[config.mk]
export PLATFORM = sky130hd
export DESIGN_NAME = mmas_ctrl
export DESIGN_NICKNAME = d
export VERILOG_FILES = /design/src/mmas_pkg.sv /design/src/mmas_ctrl.sv
export SDC_FILE = /design/constraint.sdc
export NUM_CORES = 1
export LEC_CHECK = 0
export ABC_AREA = 1
export ABC_CLOCK_PERIOD_IN_PS = 3100
export BUFFER_PORTS_ARGS = -buffer_cell sky130_fd_sc_hd__buf_4
export CORE_MARGIN = 2
export CORE_UTILIZATION = 58
export CTS_CLUSTER_SIZE = 30
export DETAILED_ROUTE_END_ITERATION = 7
export GPL_ROUTABILITY_DRIVEN = 0
export PLACE_DENSITY = 0.89
export SETUP_SLACK_MARGIN = 0.3
export SYNTH_ARGS = -nofsm -noshare
export SYNTH_HDL_FRONTEND = slang
export SYNTH_SLANG_ARGS = --single-unit
export TNS_END_PERCENT = 10
[constraint.sdc]
create_clock -name i_clk -period 3.1 [get_ports i_clk]
set_input_delay 0.62 -clock i_clk [delete_from_list [all_inputs] [get_ports i_clk]]
set_output_delay 0.62 -clock i_clk [all_outputs]
set_load 0.05 [all_outputs]
[src/mmas_pkg.sv]
`timescale 1ns / 1ps
// ----------------------------------------------------------------------------
// mmas_pkg
// Shared types, constants and helpers for the small dense matrix engine.
// ----------------------------------------------------------------------------
package mmas_pkg;

    localparam int MAX_DIM   = 8;
    localparam int FRAC_BITS = 16;

    localparam int DEPTH  = MAX_DIM * MAX_DIM;
    localparam int ADDR_W = $clog2(DEPTH);
    localparam int CNT_W  = (MAX_DIM > 1) ? $clog2(MAX_DIM) : 1;
    localparam int DIM_W  = $clog2(MAX_DIM + 1);
    localparam int IDX_W  = 3;
    localparam int VAL_W  = 32;
    localparam int CFG_W  = 4;
    localparam int CIDX_W = 2;
    localparam int PROD_W = 2 * VAL_W;
    localparam int ACC_W  = PROD_W + CNT_W + 1;

    // request codes
    localparam logic [1:0] REQ_WR_A    = 2'd0;
    localparam logic [1:0] REQ_WR_B    = 2'd1;
    localparam logic [1:0] REQ_COMPUTE = 2'd2;

    // operation codes
    localparam logic [1:0] OP_MUL = 2'd0;
    localparam logic [1:0] OP_ADD = 2'd1;
    localparam logic [1:0] OP_SUB = 2'd2;

    // configuration register indexes
    localparam logic [CIDX_W-1:0] CFG_ROWS_A    = 2'd0;
    localparam logic [CIDX_W-1:0] CFG_INNER_DIM = 2'd1;
    localparam logic [CIDX_W-1:0] CFG_COLS_B    = 2'd2;
    localparam logic [CIDX_W-1:0] CFG_OP_MODE   = 2'd3;

    typedef struct packed {
        logic [1:0]              req_type;
        logic [IDX_W-1:0]        row_index;
        logic [IDX_W-1:0]        col_index;
        logic signed [VAL_W-1:0] element_value;
    } t_in_item;

    typedef struct packed {
        logic [IDX_W-1:0]        out_row;
        logic [IDX_W-1:0]        out_col;
        logic signed [VAL_W-1:0] out_value;
        logic                    last_element;
    } t_out_item;

    typedef struct packed {
        logic              wr_a;
        logic              wr_b;
        logic              rd_en;
        logic              first;
        logic              load_out;
        logic [1:0]        op;
        logic [ADDR_W-1:0] rd_addr_a;
        logic [ADDR_W-1:0] rd_addr_b;
    } t_cmd;

    typedef struct packed {
        logic busy;
    } t_stat;

    function automatic logic [DIM_W-1:0] dim_of(input logic [CFG_W-1:0] r);
        if (r == '0) begin
            return DIM_W'(1);
        end else if (int'(r) > MAX_DIM) begin
            return DIM_W'(MAX_DIM);
        end
        return DIM_W'(r);
    endfunction

    function automatic logic [ADDR_W-1:0] mk_addr(input logic [IDX_W-1:0] r,
                                                  input logic [IDX_W-1:0] c);
        return ADDR_W'(int'(r) * MAX_DIM + int'(c));
    endfunction

    function automatic logic [VAL_W-1:0] sat32(input logic signed [ACC_W-1:0] v);
        logic [ACC_W-VAL_W:0] hi;
        hi = v[ACC_W-1:VAL_W-1];
        if (hi == '0 || hi == '1) begin
            return v[VAL_W-1:0];
        end else if (v[ACC_W-1]) begin
            return {1'b1, {(VAL_W-1){1'b0}}};
        end
        return {1'b0, {(VAL_W-1){1'b1}}};
    endfunction

endpackage

[src/mmas_ctrl.sv]
`timescale 1ns / 1ps
// ----------------------------------------------------------------------------
// mmas_ctrl
// Configuration registers and element sequencer for the matrix engine.
// ----------------------------------------------------------------------------
module mmas_ctrl
    import mmas_pkg::*;
(
    input  logic              i_clk,
    input  logic              i_rst_n,
    input  logic              i_cfg_we,
    input  logic [CIDX_W-1:0] i_cfg_idx,
    input  logic [CFG_W-1:0]  i_cfg_data,
    input  logic              i_in_valid,
    input  logic [1:0]        i_req_type,
    input  logic              i_out_stall,
    input  t_stat             i_stat,
    output t_cmd              o_cmd,
    output logic              o_in_stall,
    output logic              o_out_valid,
    output logic [IDX_W-1:0]  o_row,
    output logic [IDX_W-1:0]  o_col,
    output logic              o_last
);

    typedef enum logic [3:0] {
        S_IDLE  = 4'b0001,
        S_READ  = 4'b0010,
        S_DRAIN = 4'b0100,
        S_OUT   = 4'b1000
    } t_state;

    t_state           r_state, n_state;
    logic [CFG_W-1:0] r_rows, r_inner, r_cols;
    logic [1:0]       r_mode;
    logic [CNT_W-1:0] r_i, r_j, r_k, n_i, n_j, n_k;

    logic             add_sub;
    logic [DIM_W-1:0] nr, nk, nc, nk_eff;
    logic             last_i, last_j, last_k, accept;

    always_ff @(posedge i_clk) begin
        if (!i_rst_n) begin
            r_rows  <= CFG_W'(1);
            r_inner <= CFG_W'(1);
            r_cols  <= CFG_W'(1);
            r_mode  <= OP_MUL;
        end else if (i_cfg_we) begin
            unique case (i_cfg_idx)
                CFG_ROWS_A:    r_rows  <= i_cfg_data;
                CFG_INNER_DIM: r_inner <= i_cfg_data;
                CFG_COLS_B:    r_cols  <= i_cfg_data;
                CFG_OP_MODE:   r_mode  <= i_cfg_data[1:0];
            endcase
        end
    end

    assign add_sub = (r_mode == OP_ADD) || (r_mode == OP_SUB);
    assign nr      = dim_of(r_rows);
    assign nk      = dim_of(r_inner);
    assign nc      = add_sub ? nk : dim_of(r_cols);
    assign nk_eff  = add_sub ? DIM_W'(1) : nk;
    assign last_i  = (DIM_W'(r_i) + DIM_W'(1)) == nr;
    assign last_j  = (DIM_W'(r_j) + DIM_W'(1)) == nc;
    assign last_k  = (DIM_W'(r_k) + DIM_W'(1)) == nk_eff;
    assign accept  = i_in_valid && (r_state == S_IDLE);

    always_comb begin
        n_state        = r_state;
        n_i            = r_i;
        n_j            = r_j;
        n_k            = r_k;
        o_cmd          = '0;
        o_cmd.op       = r_mode;
        o_cmd.first    = (r_k == '0);
        if (add_sub) begin
            o_cmd.rd_addr_a = mk_addr(r_i, r_j);
            o_cmd.rd_addr_b = mk_addr(r_i, r_j);
        end else begin
            o_cmd.rd_addr_a = mk_addr(r_i, r_k);
            o_cmd.rd_addr_b = mk_addr(r_k, r_j);
        end
        unique case (r_state)
            S_IDLE: begin
                o_cmd.wr_a = accept && (i_req_type == REQ_WR_A);
                o_cmd.wr_b = accept && (i_req_type == REQ_WR_B);
                if (accept && (i_req_type == REQ_COMPUTE)) begin
                    n_i     = '0;
                    n_j     = '0;
                    n_k     = '0;
                    n_state = S_READ;
                end
            end
            S_READ: begin
                o_cmd.rd_en = 1'b1;
                if (last_k) begin
                    n_k     = '0;
                    n_state = S_DRAIN;
                end else begin
                    n_k = r_k + CNT_W'(1);
                end
            end
            S_DRAIN: begin
                if (!i_stat.busy) begin
                    o_cmd.load_out = 1'b1;
                    n_state        = S_OUT;
                end
            end
            S_OUT: begin
                if (!i_out_stall) begin
                    if (last_i && last_j) begin
                        n_state = S_IDLE;
                    end else if (last_j) begin
                        n_j     = '0;
                        n_i     = r_i + CNT_W'(1);
                        n_state = S_READ;
                    end else begin
                        n_j     = r_j + CNT_W'(1);
                        n_state = S_READ;
                    end
                end
            end
            default: n_state = S_IDLE;
        endcase
    end

    always_ff @(posedge i_clk) begin
        if (!i_rst_n) begin
            r_state <= S_IDLE;
            r_i     <= '0;
            r_j     <= '0;
            r_k     <= '0;
        end else begin
            r_state <= n_state;
            r_i     <= n_i;
            r_j     <= n_j;
            r_k     <= n_k;
        end
    end

    assign o_in_stall  = (r_state != S_IDLE);
    assign o_out_valid = (r_state == S_OUT);
    assign o_row       = IDX_W'(r_i);
    assign o_col       = IDX_W'(r_j);
    assign o_last      = last_i && last_j;

endmodule

---- Word level (Yosys, flattened, before mapping) ----
Index checks and enable logic that the tools add are counted.
operators by class
  magnitude comparators ................... 3
  multiplexer cells ....................... 39
  reduce and logical (&&, ||, !) cells .... 22
  equal/unequal tests ..................... 21
  add/subtract/negate cells ............... 9
operators with widths
  kind                   number
  $mux W4                15
  $mux W3                8
  $add A6 B3 Y6          3
  $pmux W3 S2            3
  $pmux W4 S4            1
  $add A3 B1 Y4 const B  3
  $eq A4 B4 Y1           3
  $gt A4 B4 Y1 const B   3
  $logic_not A4 Y1       3
  $mux W12               1
  $reduce_and A2 Y1      5
  $add A3 B1 Y3 const B  3
  $mux W1                9
  $eq A2 B2 Y1 const B   4
  $ne A2 B2 Y1 const B   4
  $reduce_and A4 Y1      2
  $eq A2 B1 Y1 const B   3
  $logic_and A1 B1 Y1    5
  $reduce_and A5 Y1      1
  $eq A4 B1 Y1 const B   1
  $eq A4 B2 Y1 const B   1
  $eq A4 B3 Y1 const B   1
  $eq A4 B4 Y1 const B   1
  $logic_not A2 Y1       2
  6 further kinds        9
storage, ports and cells
  word-level logic and storage cells ...... 102
  output and inout port bits .............. 28
  bits in registers ....................... 27

---- Logic depth before layout (Yosys ltp) ----
  depth in word-level cells ............... 10
  gate-level depth with buffers ........... 15
  gate-level depth less buffers ........... 14

---- Least setup slack after synthesis ----
Ideal clock, no wire load.
  path type ............................... reg2out
  from .................................... register r_state[3]
  to ...................................... output port o_cmd[17] (netlist name)
  path slack .............................. 0.278 ns
  path buffers ............................ 0
  arrival time ............................ 2.202 ns
  stages on the path, launching flop included .. 6
  required time ........................... 2.480 ns
  cell sequence ........................... dfxtp_1 nor2_1 nand3_1 nor2_1 inv_1 nor3_1
RTL lines
  what                    line              RTL
  start, declared         mmas_ctrl.sv:33   t_state r_state, n_state;
  start signal, assigned  mmas_ctrl.sv:134  r_state <= n_state;
  end, declared           mmas_ctrl.sv:18   output t_cmd o_cmd,

---- Worst setup path after layout ----
  from .................................... register r_j[0], in the netlist o_col[0]
  to ...................................... output port o_last
between the ends
  cells in the longest elaborated chain, start to end .. 3
RTL lines
  what                    line              RTL
  start, declared         mmas_ctrl.sv:36   logic [CNT_W-1:0] r_i, r_j, r_k, n_i, n_j, n_k;
  start signal, assigned  mmas_ctrl.sv:136  r_j <= n_j;
  $add A3 B1 Y4           mmas_ctrl.sv:64   assign last_j = (DIM_W'(r_j) + DIM_W'(1)) == nc;
  $eq A4 B4 Y1            mmas_ctrl.sv:64
  $logic_and A1 B1 Y1     mmas_ctrl.sv:145  assign o_last = last_i && last_j;
  end, declared           mmas_ctrl.sv:23   output logic o_last
Every way passes these cells.

==> metrics.txt <==
outcome complete, no violations; Area contributors post-synth dfxtp_1, nand2_1, nand3_1, inv_1, nor2_1; DRT antenna net count 0; Iter 0 DRT Violations 63; core area approximately 0.0030 mm2; worst-path maximum fanout 7; Gate power share between 50% and 60%; final core utilization 70.4%; Root Driver clkbuf_4; Final Hold Vio Count 0; Power Density 640 mW/mm2; R2R depth 10; fraction of layout cells with a size suffix above 1 19.9%; port buffer count just over 40; H-tree levels 1; post-synthesis cell area around 0.0018 mm2; initial antenna violation count 0; cell type with the largest total area after synthesis dfxtp_1; part of the power in registers around a third; HPWL after DPL approximately 3100 um; critical path launch point o_col[0]$_SDFFE_PN0P_; critical path class reg2out; FF-to-FF setup slack a little over 1000 ps; top-area cell type share of the netlist area between 20 and 30%; Final Cell Area 0.00213 mm2; die area about 0.0036 mm2; switching share of power 49.3%; Setup TNS 0 ps; Sw Pwr 672 uW; TritonCTS clock tree yes; Startpoint Class flip-flop; sequential area share after synthesis 29.6%; die outline height between 60 and 70 um; largest net degree at the start of global routing 23; Post-Synthesis Cells 287; syn_nets a little over 300; clock share of power about 11%; nets 340; Synth cell types 26; required time worst endpoint between 2000 and 2500 ps; Max-Cap Viols 0; Post-CTS Hold Buffers 0; Worst-path clk slew roughly 140 ps; postcts setup bufs 0; Ys Warns 0; Worst Setup EP o_last; post-synthesis register bit count 27; CTS resizes 0; normalized max-slew margin between 50% and 60%; maximum VDD drop ~0.23 mV; total wire length slightly below 4000 um; Max clock buf depth 2; FF-to-FF Start r_state[0]$_SDFFE_PN1P_; final setup fails 0; via count 1824; Worst-Skew Late Latency ~330 ps; Worst Skew ~4.9 ps; fin crit share between 80% and 90%; Cell Rows 20; drt drc 0; Wirelength per Cell 10.7 um; total CTS buffers 3; min-delay worst type reg2reg; PnR worst setup slack around 570 ps; minimum clock period between 2000 and 3000 ps; width of the die 60.1 um; GRT Total Usage 23.7%; antenna cells 0; worst-margin pin slew slightly above 700 ps; unrepaired setup endpoints after global routing no; Post-DP Area 0.00210 mm2; fin. max-slew vios 0; Crit. End Element output port; CTS Sinks 27; Pleak 1.09 nW; Place WS between 900 and 1000 ps; critical path arrival between 1500 and 2000 ps; IO Pins 42; Starting Density roughly 60%; area delta synth->final 16.7%; internal power 692 uW; syn_area_per_cell approximately 6.4 um2; fmax around 400 MHz; vias in the first global route 1616; via/cell ratio around 5; Detailed Routing Iterations Pass 1 4; worst reg2reg endpoint o_row[0]$_SDFFE_PN0P_; first-pass GRT wire length about 6600 um; gr ovfl total 0
[through the flow]
step                      hold WS, ps  std cells  power [mW]
final                             473        365        1.36
after global routing              505        365        1.46
after CTS                         477        365        1.37
after detailed placement          443        361        1.21
after global placement            441        361        1.20
after floorplan                   423        287        1.07
[state kept, by name (all words and copies together) (netlist names)]
name,cells
r_mode,2
o_col,3
r_k,3
o_row,3
r_inner,4
r_state,4
r_cols,4
r_rows,4
[routing by layer]
layer / up-vias / GRT usage [%] / share of wire (%) / wire length [um]
met3: 10 / 3.46 / 5.4 / 210
li1: 974 / - / - / -
met4: 0 / 8.89 / 2.3 / 88
met2: 48 / 43.0 / 48 / 1880
met5: - / 0 / 0 / 0
met1: 792 / 27.9 / 44 / 1730
[cells in the mapped netlist]
master and n:
nor4_1 1, or2_1 1, nor3_1 5, inv_2 1, a21oi_1 19, xnor2_1 4
nand2_4 1, nand3_1 33, xor2_1 3, o21ai_0 13, ha_1 4, dfxtp_1 27
nand4_1 5, o21bai_1 3, buf_4 8, nand4_2 1, buf_2 1, nand2_1 69
nor2_1 27, nand2_2 9, buf_6 2, nor2_4 1, nor2_2 2, inv_1 42
nand3_2 4, clkbuf_1 1
[critical path, stage by stage (launching register included)]
cell and delay (ps):
dfxtp_1 400, ha_1 230, xnor2_1 200, inv_1 110, nand2_2 90, nand3_1 90, nor2_2 120, nand3_1 90
inv_1 60, buf_4 190
[layout make-up]
cell class / count / area, um2
Sequential cell: 27 / 541
Multi-Input combinational cell: 205 / 1030
Clock buffer: 4 / 26.3
Tap cell: 44 / 55.1
Fill cell: 282 / 897
Timing Repair Buffer: 42 / 315
Inverter: 43 / 161
[worst min path at each step]
stage,from,end,slack [ps],cells after the start
2_1_floorplan,r_inner[0]$_SDFFE_PN1P_,r_inner[0]$_SDFFE_PN1P_,420,2
3_3_place_gp,r_inner[0]$_SDFFE_PN1P_,r_inner[0]$_SDFFE_PN1P_,440,2
3_5_place_dp,r_rows[0]$_SDFFE_PN1P_,r_rows[0]$_SDFFE_PN1P_,440,2
4_1_cts,r_rows[0]$_SDFFE_PN1P_,r_rows[0]$_SDFFE_PN1P_,480,2
5_1_grt,r_rows[2]$_SDFFE_PN0P_,r_rows[2]$_SDFFE_PN0P_,500,2
6_report,r_rows[0]$_SDFFE_PN1P_,r_rows[0]$_SDFFE_PN1P_,470,2
[cell families after synthesis]
family          count (synthesis)  synth area share (%)
fa+ha+maj                       4                  2.74
flops                          27                  29.6
compound gates                 35                  10.0
buf+inv                        55                  13.8
xor+xnor                        7                  3.36
simple gates                  159                  40.4
[layout by cell type (no fill, tap or decap)]
| cell | n |
|---|---|
| nand2_4 | 1 |
| or2_1 | 1 |
| nor3_1 | 5 |
| dfxtp_1 | 27 |
| nor2_1 | 27 |
| o21bai_1 | 3 |
| nand2_2 | 9 |
| nand3_2 | 4 |
| inv_1 | 42 |
| xor2_1 | 3 |
| clkbuf_1 | 1 |
| nand4_2 | 1 |
| nand4_1 | 5 |
| nor2_2 | 2 |
| a21oi_1 | 19 |
| clkbuf_4 | 3 |
| xnor2_1 | 4 |
| nand3_1 | 33 |
| o21ai_0 | 13 |
| inv_2 | 1 |
| nor4_1 | 1 |
| ha_1 | 4 |
| nor2_4 | 1 |
| nand2_1 | 69 |
| buf_4 | 42 |
[power groups by stage]
stage,Clock (mW),Combinational [mW],Sequential (mW)
detailed placement,0,0.766,0.446
finish,0.156,0.769,0.439
CTS,0.157,0.771,0.438
global route,0.169,0.850,0.445
global placement,0,0.755,0.445
floorplan,0,0.565,0.507
(Power assumes the default switching activity.)
